File: config.mk
export PLATFORM = sky130hd
export DESIGN_NAME = rc_pulse_to_stepper_rate_core
export DESIGN_NICKNAME = d
export VERILOG_FILES = /design/src/sv/rcps_pkg.sv /design/src/sv/rc_pulse_to_stepper_rate_core.sv
export SDC_FILE = /design/constraint.sdc
export NUM_CORES = 1
export LEC_CHECK = 0
export ABC_CLOCK_PERIOD_IN_PS = 13700
export BUFFER_PORTS_ARGS = -buffer_cell sky130_fd_sc_hd__buf_2
export CORE_ASPECT_RATIO = 1.25
export CORE_MARGIN = 3
export CORE_UTILIZATION = 41
export CTS_CLUSTER_SIZE = 12
export DETAILED_ROUTE_END_ITERATION = 8
export GPL_TIMING_DRIVEN = 0
export PLACE_DENSITY_LB_ADDON = 0.15
export SLEW_MARGIN = 10
export SYNTH_ARGS = -nofsm -noshare
export SYNTH_HDL_FRONTEND = slang
export SYNTH_SLANG_ARGS = --single-unit
File: constraint.sdc
create_clock -name i_clk -period 13.7 [get_ports i_clk]
set_input_delay 1.37 -clock i_clk [delete_from_list [all_inputs] [get_ports i_clk]]
set_output_delay 1.37 -clock i_clk [all_outputs]
set_load 0.05 [all_outputs]
File: src/sv/rcps_pkg.sv
package rcps_pkg;

    // fixed field widths
    localparam int unsigned PERIOD_W = 16;
    localparam int unsigned WIDTH_W  = 12;
    localparam int unsigned DBAND_W  = 10;
    localparam int unsigned TABLE_W  = 32;
    localparam int unsigned DELAY_W  = 4;
    localparam int unsigned TICK_W   = 16;
    localparam int unsigned CFG_IDX_W = 3;

    // entries held in the delay table register
    localparam int unsigned REG_ENTRIES = TABLE_W / DELAY_W;

    // default parameter values
    localparam int unsigned TABLE_ENTRIES_DEF = 8;
    localparam int unsigned DIST_SHIFT_DEF    = 6;

    // register indexes
    localparam logic [CFG_IDX_W-1:0] REG_SAMPLE_PERIOD = 3'd0;
    localparam logic [CFG_IDX_W-1:0] REG_CENTER_WIDTH  = 3'd1;
    localparam logic [CFG_IDX_W-1:0] REG_DEADBAND      = 3'd2;
    localparam logic [CFG_IDX_W-1:0] REG_MIN_WIDTH     = 3'd3;
    localparam logic [CFG_IDX_W-1:0] REG_MAX_WIDTH     = 3'd4;
    localparam logic [CFG_IDX_W-1:0] REG_DELAY_TABLE   = 3'd5;

    // register reset values
    localparam logic [PERIOD_W-1:0] SAMPLE_PERIOD_RST = 16'd100;
    localparam logic [WIDTH_W-1:0]  CENTER_WIDTH_RST  = 12'd1500;
    localparam logic [DBAND_W-1:0]  DEADBAND_RST      = 10'd50;
    localparam logic [WIDTH_W-1:0]  MIN_WIDTH_RST     = 12'd1000;
    localparam logic [WIDTH_W-1:0]  MAX_WIDTH_RST     = 12'd2000;
    localparam logic [TABLE_W-1:0]  DELAY_TABLE_RST   = 32'h1223_3444;

    localparam logic [TICK_W-1:0] TICK_MAX = '1;

    // pin levels carried by one result
    typedef struct packed {
        logic enable_pin;
        logic direction_pin;
        logic step_pin;
        logic sampled;
    } t_result;

endpackage

File: src/sv/rc_pulse_to_stepper_rate_core.sv
// RC pulse to stepper step generator. Each request is one millisecond tick
// carrying the measured RC pulse width (0 = no signal) and yields exactly one
// result holding the enable, direction and step pin levels after that tick,
// plus a flag telling whether the tick took a sample. Every sample_period
// ticks the width is clamped to min_width..max_width; inside the open band
// center_width +/- deadband the motor is disabled and stepping stops, else
// the motor is enabled, direction is set by the side of center and a step
// delay is picked from delay_table by |width - center| >> DIST_SHIFT. The
// step pin toggles, while stepping, whenever the ticks since the last toggle reach the delay.
// Throughput is one tick per clock when the result side is not stalled; a
// tick passes the input register and then the result register, and all tick
// processing happens in the single logic level between them. Configuration
// is always ready and takes effect on the next tick processed; write it only while idle.
module rc_pulse_to_stepper_rate_core
    import rcps_pkg::*;
#(
    parameter int unsigned TABLE_ENTRIES = TABLE_ENTRIES_DEF,
    parameter int unsigned DIST_SHIFT    = DIST_SHIFT_DEF
) (
    input  logic                 i_clk,
    input  logic                 i_rst_n,
    // tick requests
    input  logic                 i_in_valid,
    output logic                 o_in_stall,
    input  logic [WIDTH_W-1:0]   i_pulse_width,
    // results
    output logic                 o_out_valid,
    input  logic                 i_out_stall,
    output logic                 o_enable_pin,
    output logic                 o_direction_pin,
    output logic                 o_step_pin,
    output logic                 o_sampled,
    // configuration writes
    input  logic                 i_cfg_valid,
    output logic                 o_cfg_ready,
    input  logic [CFG_IDX_W-1:0] i_cfg_index,
    input  logic [TABLE_W-1:0]   i_cfg_data
);

    localparam int unsigned IDX_W = (TABLE_ENTRIES > 1) ? $clog2(TABLE_ENTRIES) : 1;
    localparam logic [WIDTH_W-1:0] IDX_LAST = WIDTH_W'(TABLE_ENTRIES - 1);
    // signed width for center +/- deadband
    localparam int unsigned SW = WIDTH_W + 2;

    // configuration registers
    logic [PERIOD_W-1:0] r_sample_period;
    logic [WIDTH_W-1:0]  r_center_width;
    logic [DBAND_W-1:0]  r_deadband;
    logic [WIDTH_W-1:0]  r_min_width;
    logic [WIDTH_W-1:0]  r_max_width;
    logic [TABLE_W-1:0]  r_delay_table;

    // input register
    logic               r_in_valid;
    logic [WIDTH_W-1:0] r_in_width;

    // tick state
    logic [TICK_W-1:0]  r_ticks_sample, n_ticks_sample;
    logic [TICK_W-1:0]  r_ticks_step, n_ticks_step;
    logic               r_stepping, n_stepping;
    logic [DELAY_W-1:0] r_step_delay, n_step_delay;
    logic               r_enable, n_enable;
    logic               r_direction, n_direction;
    logic               r_step_level, n_step_level;

    // result register
    logic    r_out_valid;
    t_result r_out;

    // handshake control
    logic w_in_acc;
    logic w_out_free;
    logic w_adv;

    // tick datapath
    logic [TICK_W-1:0]          w_sample_inc;
    logic [TICK_W-1:0]          w_step_inc;
    logic                       w_take;
    logic [WIDTH_W-1:0]         w_lo_clamp;
    logic [WIDTH_W-1:0]         w_clamped;
    logic signed [SW-1:0]       w_w_s;
    logic signed [SW-1:0]       w_band_lo;
    logic signed [SW-1:0]       w_band_hi;
    logic                       w_in_band;
    logic                       w_below;
    logic [WIDTH_W-1:0]         w_dist;
    logic [WIDTH_W-1:0]         w_idx_full;
    logic [IDX_W-1:0]           w_idx;
    logic [DELAY_W-1:0]         w_delay;

    assign w_out_free = !r_out_valid || !i_out_stall;
    assign w_adv      = r_in_valid && w_out_free;
    assign o_in_stall = r_in_valid && !w_out_free;
    assign w_in_acc   = i_in_valid && !o_in_stall;

    assign o_cfg_ready = 1'b1;

    // configuration register file
    always_ff @(posedge i_clk) begin
        if (!i_rst_n) begin
            r_sample_period <= SAMPLE_PERIOD_RST;
            r_center_width  <= CENTER_WIDTH_RST;
            r_deadband      <= DEADBAND_RST;
            r_min_width     <= MIN_WIDTH_RST;
            r_max_width     <= MAX_WIDTH_RST;
            r_delay_table   <= DELAY_TABLE_RST;
        end else if (i_cfg_valid && o_cfg_ready) begin
            unique case (i_cfg_index)
                REG_SAMPLE_PERIOD: r_sample_period <= i_cfg_data[PERIOD_W-1:0];
                REG_CENTER_WIDTH:  r_center_width  <= i_cfg_data[WIDTH_W-1:0];
                REG_DEADBAND:      r_deadband      <= i_cfg_data[DBAND_W-1:0];
                REG_MIN_WIDTH:     r_min_width     <= i_cfg_data[WIDTH_W-1:0];
                REG_MAX_WIDTH:     r_max_width     <= i_cfg_data[WIDTH_W-1:0];
                REG_DELAY_TABLE:   r_delay_table   <= i_cfg_data;
                default: ;  // unused indexes are ignored
            endcase
        end
    end

    // sample and step counters saturate at all ones
    assign w_sample_inc = (r_ticks_sample == TICK_MAX) ? TICK_MAX : r_ticks_sample + 1'b1;
    assign w_take       = (w_sample_inc >= r_sample_period);

    // clamp; crossed limits resolve to max_width
    assign w_lo_clamp = (r_in_width < r_min_width) ? r_min_width : r_in_width;
    assign w_clamped  = (w_lo_clamp > r_max_width) ? r_max_width : w_lo_clamp;

    // open stop band, compared signed since center - deadband may go negative
    assign w_w_s     = SW'(signed'({2'b00, w_clamped}));
    assign w_band_lo = signed'(SW'(r_center_width)) - signed'(SW'(r_deadband));
    assign w_band_hi = signed'(SW'(r_center_width)) + signed'(SW'(r_deadband));
    assign w_in_band = (w_w_s > w_band_lo) && (w_w_s < w_band_hi);

    // distance from center and table index with saturation at last entry
    assign w_below    = (w_clamped < r_center_width);
    assign w_dist     = w_below ? (r_center_width - w_clamped) : (w_clamped - r_center_width);
    assign w_idx_full = w_dist >> DIST_SHIFT;
    assign w_idx      = (w_idx_full > IDX_LAST) ? IDX_W'(TABLE_ENTRIES - 1)
                                                : w_idx_full[IDX_W-1:0];

    // table lookup; entries past the register read as zero delay
    always_comb begin
        w_delay = '0;
        for (int k = 0; k < REG_ENTRIES; k++) begin
            if (32'(w_idx) == k) begin
                w_delay = r_delay_table[k*DELAY_W +: DELAY_W];
            end
        end
    end

    // next tick state
    always_comb begin
        n_ticks_sample = w_sample_inc;
        n_stepping     = r_stepping;
        n_step_delay   = r_step_delay;
        n_enable       = r_enable;
        n_direction    = r_direction;
        if (w_take) begin
            n_ticks_sample = '0;
            if (r_in_width == '0) begin
                // no signal: stop stepping, keep the rest
                n_stepping = 1'b0;
            end else if (w_in_band) begin
                // stop band: disable the motor
                n_enable   = 1'b1;
                n_stepping = 1'b0;
            end else begin
                n_enable     = 1'b0;
                n_stepping   = 1'b1;
                n_direction  = w_below;
                n_step_delay = w_delay;
            end
        end

        // step counter keeps running while idle
        w_step_inc   = (r_ticks_step == TICK_MAX) ? TICK_MAX : r_ticks_step + 1'b1;
        n_ticks_step = w_step_inc;
        n_step_level = r_step_level;
        if (n_stepping && (w_step_inc >= TICK_W'(n_step_delay))) begin
            n_ticks_step = '0;
            n_step_level = !r_step_level;
        end
    end

    // input register
    always_ff @(posedge i_clk) begin
        if (!i_rst_n) begin
            r_in_valid <= 1'b0;
        end else if (w_in_acc) begin
            r_in_valid <= 1'b1;
        end else if (w_adv) begin
            r_in_valid <= 1'b0;
        end
    end

    always_ff @(posedge i_clk) begin
        if (w_in_acc) begin
            r_in_width <= i_pulse_width;
        end
    end

    // tick state, committed as the tick moves to the result register
    always_ff @(posedge i_clk) begin
        if (!i_rst_n) begin
            r_ticks_sample <= '0;
            r_ticks_step   <= '0;
            r_stepping     <= 1'b0;
            r_step_delay   <= '0;
            r_enable       <= 1'b0;
            r_direction    <= 1'b0;
            r_step_level   <= 1'b0;
        end else if (w_adv) begin
            r_ticks_sample <= n_ticks_sample;
            r_ticks_step   <= n_ticks_step;
            r_stepping     <= n_stepping;
            r_step_delay   <= n_step_delay;
            r_enable       <= n_enable;
            r_direction    <= n_direction;
            r_step_level   <= n_step_level;
        end
    end

    // result register
    always_ff @(posedge i_clk) begin
        if (!i_rst_n) begin
            r_out_valid <= 1'b0;
        end else if (w_adv) begin
            r_out_valid <= 1'b1;
        end else if (!i_out_stall) begin
            r_out_valid <= 1'b0;
        end
    end

    always_ff @(posedge i_clk) begin
        if (w_adv) begin
            r_out.enable_pin    <= n_enable;
            r_out.direction_pin <= n_direction;
            r_out.step_pin      <= n_step_level;
            r_out.sampled       <= w_take;
        end
    end

    assign o_out_valid     = r_out_valid;
    assign o_enable_pin    = r_out.enable_pin;
    assign o_direction_pin = r_out.direction_pin;
    assign o_step_pin      = r_out.step_pin;
    assign o_sampled       = r_out.sampled;

    // a disabled motor never steps
    a_enable_stops: assert property (@(posedge i_clk) disable iff (!i_rst_n)
        r_enable |-> !r_stepping)
        else $error("motor disabled while stepping");

    // step level only moves on a committed tick that is stepping
    a_step_hold: assert property (@(posedge i_clk) disable iff (!i_rst_n)
        (!w_adv || !n_stepping) |=> $stable(r_step_level))
        else $error("step level changed without stepping");

    // a sampled tick restarts the sample counter
    a_sample_clear: assert property (@(posedge i_clk) disable iff (!i_rst_n)
        (w_adv && w_take) |=> (r_ticks_sample == '0))
        else $error("sample counter not cleared");

    // a stall toward the source always means a tick is held
    a_stall_held: assert property (@(posedge i_clk) disable iff (!i_rst_n)
        o_in_stall |-> (r_in_valid && r_out_valid))
        else $error("input stalled with nothing held");

endmodule

; ---- Word-level counts from Yosys, hierarchy flattened
; Cells that the tools add are included.
; Widths: inputs -> output; s select.
[classes]
addsub = 6
order_cmp = 8
n_eq_ne = 15
n_mux = 33
n_reduce_logical = 21
[op_table]
columns = cell, count
row1 = $mux 16, 4
row2 = $mux 4, 11
row3 = $mux 12, 3
row4 = $add 16x1->16 const B, 2
row5 = $eq 16x16->1 const B, 2
row6 = $lt 12x12->1, 2
row7 = $sub 12x12->12, 2
row8 = $eq 3x3->1 const B, 6
row9 = $ge 16x16->1, 1
row10 = $ge 16x4->1, 1
row11 = $mux 1, 14
row12 = $add 12x10->13, 1
row13 = $gt 13x13->1, 1
row14 = $lt 12x13->1, 1
row15 = $sub 12x10->13, 1
row16 = $eq 3x2->1 const B, 4
row17 = $gt 12x12->1, 1
row18 = $logic_not 12->1, 1
row19 = $reduce_and 2->1, 6
row20 = $eq 3x1->1 const B, 2
row21 = $gt 6x3->1 const B, 1
row22 = $logic_not 3->1, 2
row23 = $logic_and 1x1->1, 5
row24 = $logic_not 1->1, 5
row25 = other kinds (4), 4
[totals]
register_bits = 152
inputBits = 52
out_inout_bits = 7

; ---- Depth between registers and ports, before layout
; Gate-level depths: netlist (run 1).
[logic_depth]
word_depth = 23
ltp_mapped = 44
ltp_nobuf = 39

; ---- Least setup slack after synthesis (run 1)
; Ideal clock, no wire load.
[synth_timing]
path_kind = register to register
from = reg r_in_width[11]
to = reg r_step_level
setup_time_ps = 72
t_arrival_ps = 8183
setup_slack_ps = 5446
path_stages_with_launch = 39
period_less_slack_ps = 8254
cell_sequence = edfxtp_1 > ha_1 > nand4_2 > a2111o_1 > o22ai_2 > nor2_2 > mux2_2 > ha_1 > a21oi_1 > o21ai_1 > a2111oi_4 > a21o_1 > buf_4 > mux2_2 > ha_1 > and4_1 > clkbuf_1 > nand2_1 > [3 not listed] > a2111oi_4 > or2_4 > mux2i_4 > xor2_4 > buf_4 > o21ai_0 > a32o_1 > o32a_1 > mux2i_1 > ha_1 > nor2b_1 > o21ai_0 > nand4_1 > nor3_1 > nor2_1 > o21ai_0 > buf_2 > mux2i_1
[synth_between]
elab_chain_cells = 23
elab_cells_between_ends = 39
classes_between = 2 x add/sub / 7 x order compare / 7 x eq/ne / 19 x mux / 4 x reduce/logical
[synth_lines]
columns = item, line_no
row1 = from (decl), rc_pulse_to_stepper_rate_core.sv:55  ; logic [WIDTH_W-1:0] r_in_width;
row2 = from (signal assigned), rc_pulse_to_stepper_rate_core.sv:198  ; r_in_width <= i_pulse_width;
row3 = $lt 12x12->1, rc_pulse_to_stepper_rate_core.sv:125  ; assign w_lo_clamp = (r_in_width < r_min_width) ? r_min_width : r_in_width;
row4 = $mux 12, rc_pulse_to_stepper_rate_core.sv:125
row5 = $gt 12x12->1, rc_pulse_to_stepper_rate_core.sv:126  ; assign w_clamped = (w_lo_clamp > r_max_width) ? r_max_width : w_lo_clamp;
row6 = $mux 12, rc_pulse_to_stepper_rate_core.sv:126
row7 = $sub 12x12->12 / $lt 12x12->1 (equally long branches), "rc_pulse_to_stepper_rate_core.sv:136, rc_pulse_to_stepper_rate_core.sv:135"
row8 = $mux 12, rc_pulse_to_stepper_rate_core.sv:136  ; assign w_dist = w_below ? (r_center_width - w_clamped) : (w_clamped - r_center_width);
row9 = $gt 6x3->1, rc_pulse_to_stepper_rate_core.sv:138  ; assign w_idx = (w_idx_full > IDX_LAST) ? IDX_W'(TABLE_ENTRIES - 1)
row10 = $mux 3, rc_pulse_to_stepper_rate_core.sv:138
row11 = $logic_not 3->1, rc_pulse_to_stepper_rate_core.sv:145  ; if (32'(w_idx) == k) begin
row12 = $mux 4 (8 in series), rc_pulse_to_stepper_rate_core.sv:145
row13 = $mux 4, rc_pulse_to_stepper_rate_core.sv:163  ; end else if (w_in_band) begin
row14 = $mux 4, rc_pulse_to_stepper_rate_core.sv:160  ; if (r_in_width == '0) begin
row15 = $mux 4, rc_pulse_to_stepper_rate_core.sv:158  ; if (w_take) begin
row16 = $ge 16x4->1, rc_pulse_to_stepper_rate_core.sv:179  ; if (n_stepping && (w_step_inc >= TICK_W'(n_step_delay))) begin
row17 = $logic_and 1x1->1 *, rc_pulse_to_stepper_rate_core.sv:179
row18 = $mux 1 *, rc_pulse_to_stepper_rate_core.sv:179
row19 = to (signal assigned), rc_pulse_to_stepper_rate_core.sv:219  ; r_step_level <= n_step_level;
row20 = to (decl), rc_pulse_to_stepper_rate_core.sv:64  ; logic r_step_level, n_step_level;
; Every way passes the cells marked *; elsewhere a longest branch is shown, timed or not.
; A chain may end at the register's enable or synchronous reset.

; ---- Worst setup path after layout (run 1)
[layout_timing]
from = reg r_in_width[11]
to = reg r_step_level
[layout_between]
elab_chain_cells = 23
elab_cells_between_ends = 39
classes_between = 2 x add/sub / 7 x order compare / 7 x eq/ne / 19 x mux / 4 x reduce/logical
[layout_lines]
columns = item, line_no
row1 = $lt 12x12->1, rc_pulse_to_stepper_rate_core.sv:125
row2 = $mux 12, rc_pulse_to_stepper_rate_core.sv:125
row3 = $gt 12x12->1, rc_pulse_to_stepper_rate_core.sv:126
row4 = $mux 12, rc_pulse_to_stepper_rate_core.sv:126
row5 = $sub 12x12->12 / $lt 12x12->1 (equally long branches), "rc_pulse_to_stepper_rate_core.sv:136, rc_pulse_to_stepper_rate_core.sv:135"
row6 = $mux 12, rc_pulse_to_stepper_rate_core.sv:136
row7 = $gt 6x3->1, rc_pulse_to_stepper_rate_core.sv:138
row8 = $mux 3, rc_pulse_to_stepper_rate_core.sv:138
row9 = $logic_not 3->1, rc_pulse_to_stepper_rate_core.sv:145
row10 = $mux 4 (8 in series), rc_pulse_to_stepper_rate_core.sv:145
row11 = $mux 4, rc_pulse_to_stepper_rate_core.sv:163
row12 = $mux 4 *, rc_pulse_to_stepper_rate_core.sv:160
row13 = $mux 4 *, rc_pulse_to_stepper_rate_core.sv:158
row14 = named net n_step_delay[0], rc_pulse_to_stepper_rate_core.sv:61  ; logic [DELAY_W-1:0] r_step_delay, n_step_delay;
row15 = $ge 16x4->1 *, rc_pulse_to_stepper_rate_core.sv:179
row16 = $logic_and 1x1->1 *, rc_pulse_to_stepper_rate_core.sv:179
row17 = $mux 1 *, rc_pulse_to_stepper_rate_core.sv:179
; Mark *: on every way through the listed nets, which the timed path passes. The rest lies on a longest branch.

==> impl_results.md, run 1 <==
* Max Cap Violations at 0
* Postcts setup bufs at 0
* Detailed Routing Iterations Pass 1 at 5
* Num CTS Buffers at 17
* Top-Level Pins at 59
* Setup Skew at 0.0115 ns
* Register area share after synthesis at 0.305
* RSZ-0062 raised after global routing: false
* Most common cell on crit path: ha_1
* Total negative slack at 0 ns
* Pin count of the biggest net entering global routing at 17
* Met2 Wirelength at about 16000 um
* Placeable Area at 0.0248 mm2
* Max Slew Vio Count at 0
* Period utilisation layout at 0.736
* Reg2reg path depth at 40
* Root Driver: clkbuf_16
* Mapped Cells at 1299
* LEAKAGE at 0.00488 uW
* R2R Setup Slk at roughly 3.6 ns
* Initial DRC count at 512
* Clock Path Buffers at 2
* CP arrival at 10.44 ns
* Post-placement setup slack at 3.66 ns
* Worst Hold Class: reg -> reg
* Drt wl/cell at 17.8 um
* Hold Path End: r_delay_table[1]
* Final non-filler cell total at 1716
* Vias in the first global route at 9139
* Die Ht at 185 um
* Post-CTS Hold Fix Bufs at 0
* GRT overflow at 0
* Die Wd at between 100 and 150 um
* Sink Count at 152
* RR Endpoint: r_step_level
* PortBufs at 55
* Placed insts at 1684
* First-pass GRT wire length at 48400 um
* Die area at 0.0276 mm2
* Number of vias per cell at 5.49
* Ys flop type: dfxtp_1
* Top Layer Used: met4
* Fin crit period at 10.08 ns
* Number of H-tree levels at 4
* Final WS setup at 3.62 ns
* GPL Wtd Cong at 0.920
* Inserted Diodes at 0
* Clock transition at path regs at 0.07 ns
* Area Growth Syn to Fin at 12.1%
* Max stage delay on crit path at 0.79 ns
* VDD IR max at 0.0963 mV
* Setup violation total in the final timing report at 0
* Slew headroom at 0.186
* Drc violations at 0
* Worst reg2reg startpoint: r_in_width[11]
* FF+latch area at 0.00320 mm2
* TritonCTS clock tree: done
* Synth Area per Inst at between 8 and 9 um2
* Detail Placement HPWL at ~23000 um
* Core Rows at 64
* Slowest CP cell: o41ai_1
* Syn_nets at 1446
* Critical Path End Type: flip-flop
* Startpoint types: flip-flop
* Area occupied by multi-input gates at 0.00671 mm2
* Required @ worst endpoint at ~14 ns
* Maximum clock frequency at 99.2 MHz
* Antenna Violating Nets Remaining at 0
* Status: finished clean
* Max Fanout on Critical Path at 10
* Setup CP Type: reg -> reg
* Layout cells sized above 1 at 0.102
* Worst Hold Depth at 2
* GR Util All Layers at 0.223
* Worst-margin pin slew at 1.22 ns
* EDFF count, synth at 16
* Layout Nets at 1520
* Synthesis-stage register bit count at 152
* Min-delay src: r_delay_table[1]
* PwrDens at 112 mW/mm2
* Async set-reset flop share out of synthesis at 0
* Initial Utilization at 0.423
* Synth Warn # at 0
* Via count at 9413
* Met3 WL at 908 um
* Synthesized area at 0.0105 mm2
* Final hold violations at 0
* Post-cts gate resize count at 0
* # fillers at 2549
* Initial antenna violation count at 0
* Post-synth cell types at 94
* Metal-1 WL at 13400 um
* Worst-Skew Late Latency at 0.43 ns
* WL final at 30500 um
[Yosys cell counts, drive strengths merged, types with 10 or more instances]
master,instances,area (um2)
dfxtp,136,2720
nand4,13,87.6
edfxtp,16,480
a211oi,13,103
nor2,51,194
or2,10,65.1
and3,41,262
o211ai,31,233
clkbuf,50,188
xnor2,27,244
nor3,17,90.1
o21ai,51,263
a21oi,54,270
nand2b,16,100
mux2,13,146
nor2b,24,150
inv,90,338
and2,16,100
mux2i,14,156
a31oi,15,106
nand2,240,901
a21boi,61,458
a21o,19,143
o21a,14,105
ha,93,1160
nand3,38,190
[metrics by stage]
stage | hold WS, ns | total power (uW) | util | instance area, um2
global placement | 0.448 | 854 | 0.450 | 11200
finish | 0.462 | 1320 | 0.474 | 11800
CTS | 0.464 | 1320 | 0.474 | 11800
detailed placement | 0.455 | 857 | 0.451 | 11200
floorplan | 0.438 | 753 | - | 10500
global route | 0.485 | 1380 | 0.474 | 11800
[report_power, final]
part	switching (uW)	internal, uW	leakage [uW]	total (uW)
combinational	232	149	0.00335	381
clock	211	255	0.000270	466
sequential	8.69	461	0.00126	470
[worst max path at each step]
stage                   endpoint  cells past startpoint  slack [ns]           start
floorplan           r_step_level                     38        5.45  r_in_width[11]
global placement    r_step_level                     40        3.61  r_in_width[11]
detailed placement  r_step_level                     40        3.66  r_in_width[11]
CTS                 r_step_level                     40        3.62  r_in_width[11]
global route        r_step_level                     40        2.87  r_in_width[11]
finish              r_step_level                     40        3.62  r_in_width[11]
[area by class of cell]
| cell class | count | area share |
|---|---|---|
| Inverter | 90 | 0.0287 |
| Buffer | 59 | 0.0210 |
| Sequential cell | 152 | 0.272 |
| Clock inverter | 14 | 0.0123 |
| Timing Repair Buffer | 55 | 0.0234 |
| Tap cell | 330 | 0.0351 |
| Multi-Input combinational cell | 998 | 0.571 |
| Clock buffer | 18 | 0.0365 |
[metal layers]
layer  vias up  track usage
met3        35       0.0279
met2       171        0.407
met1      4429        0.276
li1       4778            -
met5         -            0
met4         0       0.0579
[critical path: cells and delay by family (launching register included)]
family | cells | cell delay [ns]
AO/OA/AOI/OAI | 17 | 4.89
adder cells (fa/ha/maj) | 4 | 1.26
buffers and inverters | 4 | 0.97
flip-flops | 1 | 0.44
multiplexers | 2 | 0.53
AND/OR/NAND/NOR | 13 | 1.93
[logic make-up (layout without fill, tap and decap cells)]
| logic type | count (synthesis) | after routing | share of synthesized area |
|---|---|---|---|
| fa+ha+maj | 97 | 97 | 0.117 |
| flops | 152 | 152 | 0.305 |
| mux | 27 | 27 | 0.0289 |
| simple gates | 496 | 496 | 0.225 |
| buf+inv | 149 | 236 | 0.0557 |
| compound gates | 344 | 344 | 0.238 |
| xor+xnor | 33 | 33 | 0.0301 |
| other cells | 1 | 1 | 0.000357 |
[state kept, by name (all words and copies together), names as in the netlist, 10 cells and up]
name,flops
r_in_width,12
r_delay_table,32
r_center_width,12
r_ticks_sample,16
r_ticks_step,16
r_min_width,12
r_max_width,12
r_deadband,10
r_sample_period,16
[cells in the final DEF, fill, tap and decap left out, types with 19 or more instances in the layout]
cell / netlist / routed
nand2_1: 240 / 240
dfxtp_1: 136 / 136
ha_1: 93 / 93
inv_1: 89 / 89
a21boi_0: 61 / 61
buf_2: 2 / 57
a21oi_1: 54 / 54
clkbuf_1: 50 / 51
nor2_1: 50 / 50
o21ai_0: 42 / 42
and3_1: 40 / 40
nand3_1: 38 / 38
o211ai_1: 31 / 31
xnor2_1: 26 / 26
nor2b_1: 24 / 23
a21o_1: 19 / 19
(Power assumes the default switching activity.)
==> run 2, diff against run 1 <==
--- a/config.mk
+++ b/config.mk
@@ -5,7 +5,7 @@
 export SDC_FILE = /design/constraint.sdc
 export NUM_CORES = 1
 export LEC_CHECK = 0
-export ABC_CLOCK_PERIOD_IN_PS = 13700
+export ABC_CLOCK_PERIOD_IN_PS = 9970
 export BUFFER_PORTS_ARGS = -buffer_cell sky130_fd_sc_hd__buf_2
 export CORE_ASPECT_RATIO = 1.25
 export CORE_MARGIN = 3
==> constraint.sdc (replaced) <==
create_clock -name i_clk -period 9.97 [get_ports i_clk]
set_input_delay 0.997 -clock i_clk [delete_from_list [all_inputs] [get_ports i_clk]]
set_output_delay 0.997 -clock i_clk [all_outputs]
set_load 0.05 [all_outputs]
==> impl_results.md, run 2 (synthesized netlist as in run 1, its figures left out) <==
* Layout Nets at 1532
* Final WS setup at 0.539 ns
* Area Growth Syn to Fin at 13.4%
* Worst reg2reg startpoint: r_in_width[11]
* Clock Path Buffers at 2
* Pwr Total at about 1800 uW
* Num CTS Buffers at 17
* GPL Wtd Cong at 0.920
* Initial DRC count at 481
* Design area at 0.0119 mm2
* Maximum clock frequency at 106 MHz
* GR Util All Layers at 0.223
* Largest register FFs at 32
* Critical Path End Type: flip-flop
* Initial Utilization at 0.423
* LEAKAGE at 0.00496 uW
* Required @ worst endpoint at roughly 10 ns
* Hold Path End: r_delay_table[1]
* WP buf/inv at 4
* TritonCTS clock tree: done
* Die area at approximately 0.028 mm2
* Most common cell on crit path: ha_1
* Fin crit period at 9.43 ns
* Worst-margin pin slew at 1.29 ns
* Die Ht at 185 um
* Post-CTS Hold Fix Bufs at 0
* Worst-Skew Late Latency at 0.43 ns
* Number of vias per cell at 5.47
* RR Endpoint: r_step_level
* Vias in the first global route at 9133
* Period utilisation layout at 0.946
* Inserted Diodes at 0
* Core Rows at 64
* Placeable Area at 0.0248 mm2
* Max Slew Vio Count at 0
* Drt wl/cell at 17.7 um
* Max Fanout on Critical Path at 10
* Top delay family on crit path: compound AO/OA/AOI/OAI gates
* Max Cap Violations at 0
* Detailed Routing Iterations Pass 1 at 5
* Worst Hold Depth at 2
* Clock transition at path regs at 0.07 ns
* First-pass GRT wire length at 48500 um
* Antenna Violating Nets Remaining at 0
* Max stage delay on crit path at 0.50 ns
* WL final at 30600 um
* GRT overflow at 0
* Min-delay src: r_delay_table[1]
* Final hold violations at 0
* CP arrival at about 9.8 ns
* Setup Skew at 0.0119 ns
* Detail Placement HPWL at 23400 um
* Layout cells sized above 1 at 0.114
* Most flop-heavy register: r_delay_table
* Most common cell after layout, fill and taps aside: nand2_1
* R2R Setup Slk at 0.54 ns
* Slowest CP cell: a2111oi_4
* Post-placement setup slack at -0.0656 ns
* Top-Level Pins at 59
* Commonest cells after routing, fill and taps aside: 240 x nand2_1, 136 x dfxtp_1, 93 x ha_1, 89 x inv_1, 61 x a21boi_0
* PwrDens at 155 mW/mm2
* Initial antenna violation count at 0
* RSZ-0062 raised after global routing: false
* Via count at 9447
* Setup violation total in the final timing report at 0
* Root Driver: clkbuf_16
* Drc violations at 0
* Setup CP Type: reg -> reg
* Startpoint types: flip-flop
* Pin count of the biggest net entering global routing at 17
* Slew headroom at 0.141
* Die Wd at roughly 150 um
* PortBufs at 55
* VDD IR max at 0.134 mV
* Reg2reg path depth at 40
* Worst Hold Class: reg -> reg
* Sink Count at 152
* Status: finished clean
* Placed Area at 0.0112 mm2
* Number of H-tree levels at 4
[run 2: worst max path at each step]
stage                    from      endpoint  slack (ns)  cells after the start
5_1_grt        r_in_width[11]  r_step_level        0.01                     40
4_1_cts        r_in_width[11]  r_step_level        0.14                     40
2_1_floorplan  r_in_width[11]  r_step_level        1.72                     38
3_5_place_dp   r_in_width[11]  r_step_level       -0.07                     40
3_3_place_gp   r_in_width[11]  r_step_level       -0.12                     40
6_report       r_in_width[11]  r_step_level        0.54                     40
[run 2: timing repair]
item / in CTS / in global routing
buffers inserted: 0 / 12
setup endpoints to repair: 10 / 16
pin swaps: 0 / 4
hold endpoints to repair: 0 / 0
gates resized for setup: 1 / 10
[run 2: area by class of cell]
class,instances,area (um2)
timing repair buffer,67,365
sequential,152,3200
tap,330,413
clock inverter,14,145
buffer,59,250
clock buffer,18,429
multi-input combinational,998,6760
inverter,90,338
fill,2529,12900
[run 2: routing by layer]
metal	GRT usage	vias to the layer above	routed length, um	part of all wire
met5	0	-	0	0
li1	-	4800	-	-
met3	0.0279	34	766	0.025
met1	0.276	4478	13500	0.44
met2	0.407	135	15800	0.52
met4	0.0579	0	513	0.017
[run 2: worst min-delay path, cell delays in order (launching register included)]
cell and delay, ns:
dfxtp_1 0.31, nand2_1 0.04, a21boi_0 0.06
[run 2: report_power, final]
group | total (uW) | leakage [uW] | internal (uW) | switching [uW]
Sequential | 645 | 0.00126 | 633 | 12.0
Clock | 641 | 0.000270 | 350 | 291
Combinational | 558 | 0.00344 | 231 | 327
[run 2: per-stage QoR]
step | hold WS, ns | TNS (ns) | utilization | std cells
2_1_floorplan | 0.438 | 0 | - | 1299
3_3_place_gp | 0.448 | -0.912 | 0.450 | 1684
3_5_place_dp | 0.455 | -0.412 | 0.451 | 1684
4_1_cts | 0.464 | 0 | 0.474 | 1716
5_1_grt | 0.485 | 0 | 0.479 | 1728
6_report | 0.463 | 0 | 0.479 | 1728
==> run 3, diff against run 2 <==
--- a/config.mk
+++ b/config.mk
@@ -10,6 +10,7 @@
 export CORE_ASPECT_RATIO = 1.25
 export CORE_MARGIN = 3
 export CORE_UTILIZATION = 41
+export CTS_BUF_LIST = sky130_fd_sc_hd__clkbuf_2 sky130_fd_sc_hd__clkbuf_4 sky130_fd_sc_hd__clkbuf_8
 export CTS_CLUSTER_SIZE = 12
 export DETAILED_ROUTE_END_ITERATION = 8
 export GPL_TIMING_DRIVEN = 0
==> impl_results.md, run 3 (synthesized netlist as in run 1, its figures left out) <==
* Slowest CP cell: a2111oi_4
* Maximum clock frequency at 106 MHz
* Number of vias per cell at 5.43
* Antenna Violating Nets Remaining at 0
* Slew headroom at 0.170
* Total negative slack at 0 ns
* Most flop-heavy register: r_delay_table
* Core Rows at 64
* Met2 Wirelength at 15700 um
* CP arrival at 9.86 ns
* Commonest cells after routing, fill and taps aside: 240 x nand2_1, 136 x dfxtp_1, 93 x ha_1, 89 x inv_1, 61 x a21boi_0
* Required @ worst endpoint at 10.37 ns
* Met3 WL at 779 um
* Startpoint types: flip-flop
* Metal-1 WL at 13500 um
* Worst Hold Class: reg -> reg
* Setup violation total in the final timing report at 0
* PwrDens at about 140 mW/mm2
* Status: finished clean
* LEAKAGE at 0.00488 uW
* Vias in the first global route at roughly 9.1k
* Fin crit period at about 9.5 ns
* GPL Wtd Cong at 0.920
* Worst-Skew Late Latency at 0.47 ns
* Area Growth Syn to Fin at 11.7%
* Root Driver: clkbuf_8
* Top-Level Pins at 59
* Drc violations at 0
* Layout Nets at 1532
* Placed insts at 1684
* Die Ht at 185 um
* Largest register FFs at 32
* Final non-filler cell total at 1728
* Pin count of the biggest net entering global routing at 17
* Top Layer Used: met4
* Period utilisation layout at 0.949
* Die area at 0.0276 mm2
* Setup Skew at approximately 0.017 ns
* GR Util All Layers at 0.221
* Critical Path End Type: flip-flop
* Detailed Routing Iterations Pass 1 at 5
* Max Slew Vio Count at 0
* First-pass GRT wire length at approximately 48000 um
* Hold Worst Slack at 0.464 ns
* Final hold violations at 0
* Initial Utilization at 0.423
* Sink Count at approximately 150
* PortBufs at 55
* GRT overflow at 0
* Detail Placement HPWL at 23400 um
* Most common cell on crit path: ha_1
* RSZ-0062 raised after global routing: false
* WL final at about 30000 um
* Post-CTS Hold Fix Bufs at 0
* Drt wl/cell at ~18 um
* Layout cells sized above 1 at 0.115
* Die Wd at 149 um
* Max Cap Violations at 0
* Most common cell after layout, fill and taps aside: nand2_1
* Number of H-tree levels at 4
* Setup CP Type: reg -> reg
* VDD IR max at 0.102 mV
* Initial DRC count at 493
* Initial antenna violation count at 0
* Max Fanout on Critical Path at 10
* TritonCTS clock tree: done
* Worst-margin pin slew at roughly 1.2 ns
* Placeable Area at 0.0248 mm2
* Clock Path Buffers at 2
* Num CTS Buffers at 17
* Max stage delay on crit path at approximately 0.50 ns
* Clock transition at path regs at 0.10 ns
* Final core occ at 0.472
* Inserted Diodes at 0
* Via count at 9391
run 3: cell counts in the layout (fill, tap and decap cells not counted):
Identical to the previous run, type by type.
run 3: worst max-delay path: cells and delay by family (launching register included):
kind	cells	cell delay, ns
AND/OR/NAND/NOR	14	2.08
AO/OA/AOI/OAI	13	3.22
flip-flops	1	0.44
multiplexers	4	1.23
XOR/XNOR	1	0.24
adder cells (fa/ha/maj)	4	1.22
buffers and inverters	4	0.94
run 3: cell type report:
cell class / count / area (um2)
Sequential cell: 152 / 3200
Buffer: 59 / 250
Clock inverter: 14 / 145
Inverter: 90 / 338
Fill cell: 2550 / 13100
Multi-Input combinational cell: 998 / 6760
Tap cell: 330 / 413
Clock buffer: 18 / 241
Timing Repair Buffer: 67 / 365
run 3: where the power goes:
| part | total [uW] | internal (uW) | leakage, uW | switching, uW |
|---|---|---|---|---|
| logic | 558 | 231 | 0.00344 | 327 |
| clock network | 475 | 206 | 0.000186 | 268 |
| registers | 645 | 633 | 0.00126 | 11.8 |
| total | 1680 | 1070 | 0.00488 | 607 |
run 3: metal layers:
metal / up-vias / track usage
li1: 4792 / -
met1: 4434 / 0.277
met2: 132 / 0.405
met3: 33 / 0.0264
met4: 0 / 0.0513
met5: - / 0
run 3: stage by stage:
step	setup WS [ns]	instance area (um2)	power (uW)
2_1_floorplan	1.72	10500	1030
3_5_place_dp	-0.0656	11200	1180
3_3_place_gp	-0.119	11200	1170
4_1_cts	0.134	11600	1660
5_1_grt	0.00495	11700	1770
6_report	0.505	11700	1680
run 3: repair_timing:
| item | 4_1_cts | 5_1_grt |
|---|---|---|
| buffers inserted | 0 | 12 |
| endpoints found under the hold margin | 0 | 0 |
| pin swaps | 0 | 4 |
| cloned | 0 | 0 |
| endpoints found under the setup margin | 10 | 16 |
| gates resized for setup | 1 | 10 |
run 3: final timing paths:
check                        start  slack [ns]               end  cells after the start
setup / recovery    r_in_width[11]        0.50      r_step_level                     40
hold / removal    r_delay_table[1]        0.46  r_delay_table[1]                      2
setup reg to reg    r_in_width[11]        0.50      r_step_level                     40
hold reg to reg   r_delay_table[1]        0.46  r_delay_table[1]                      2
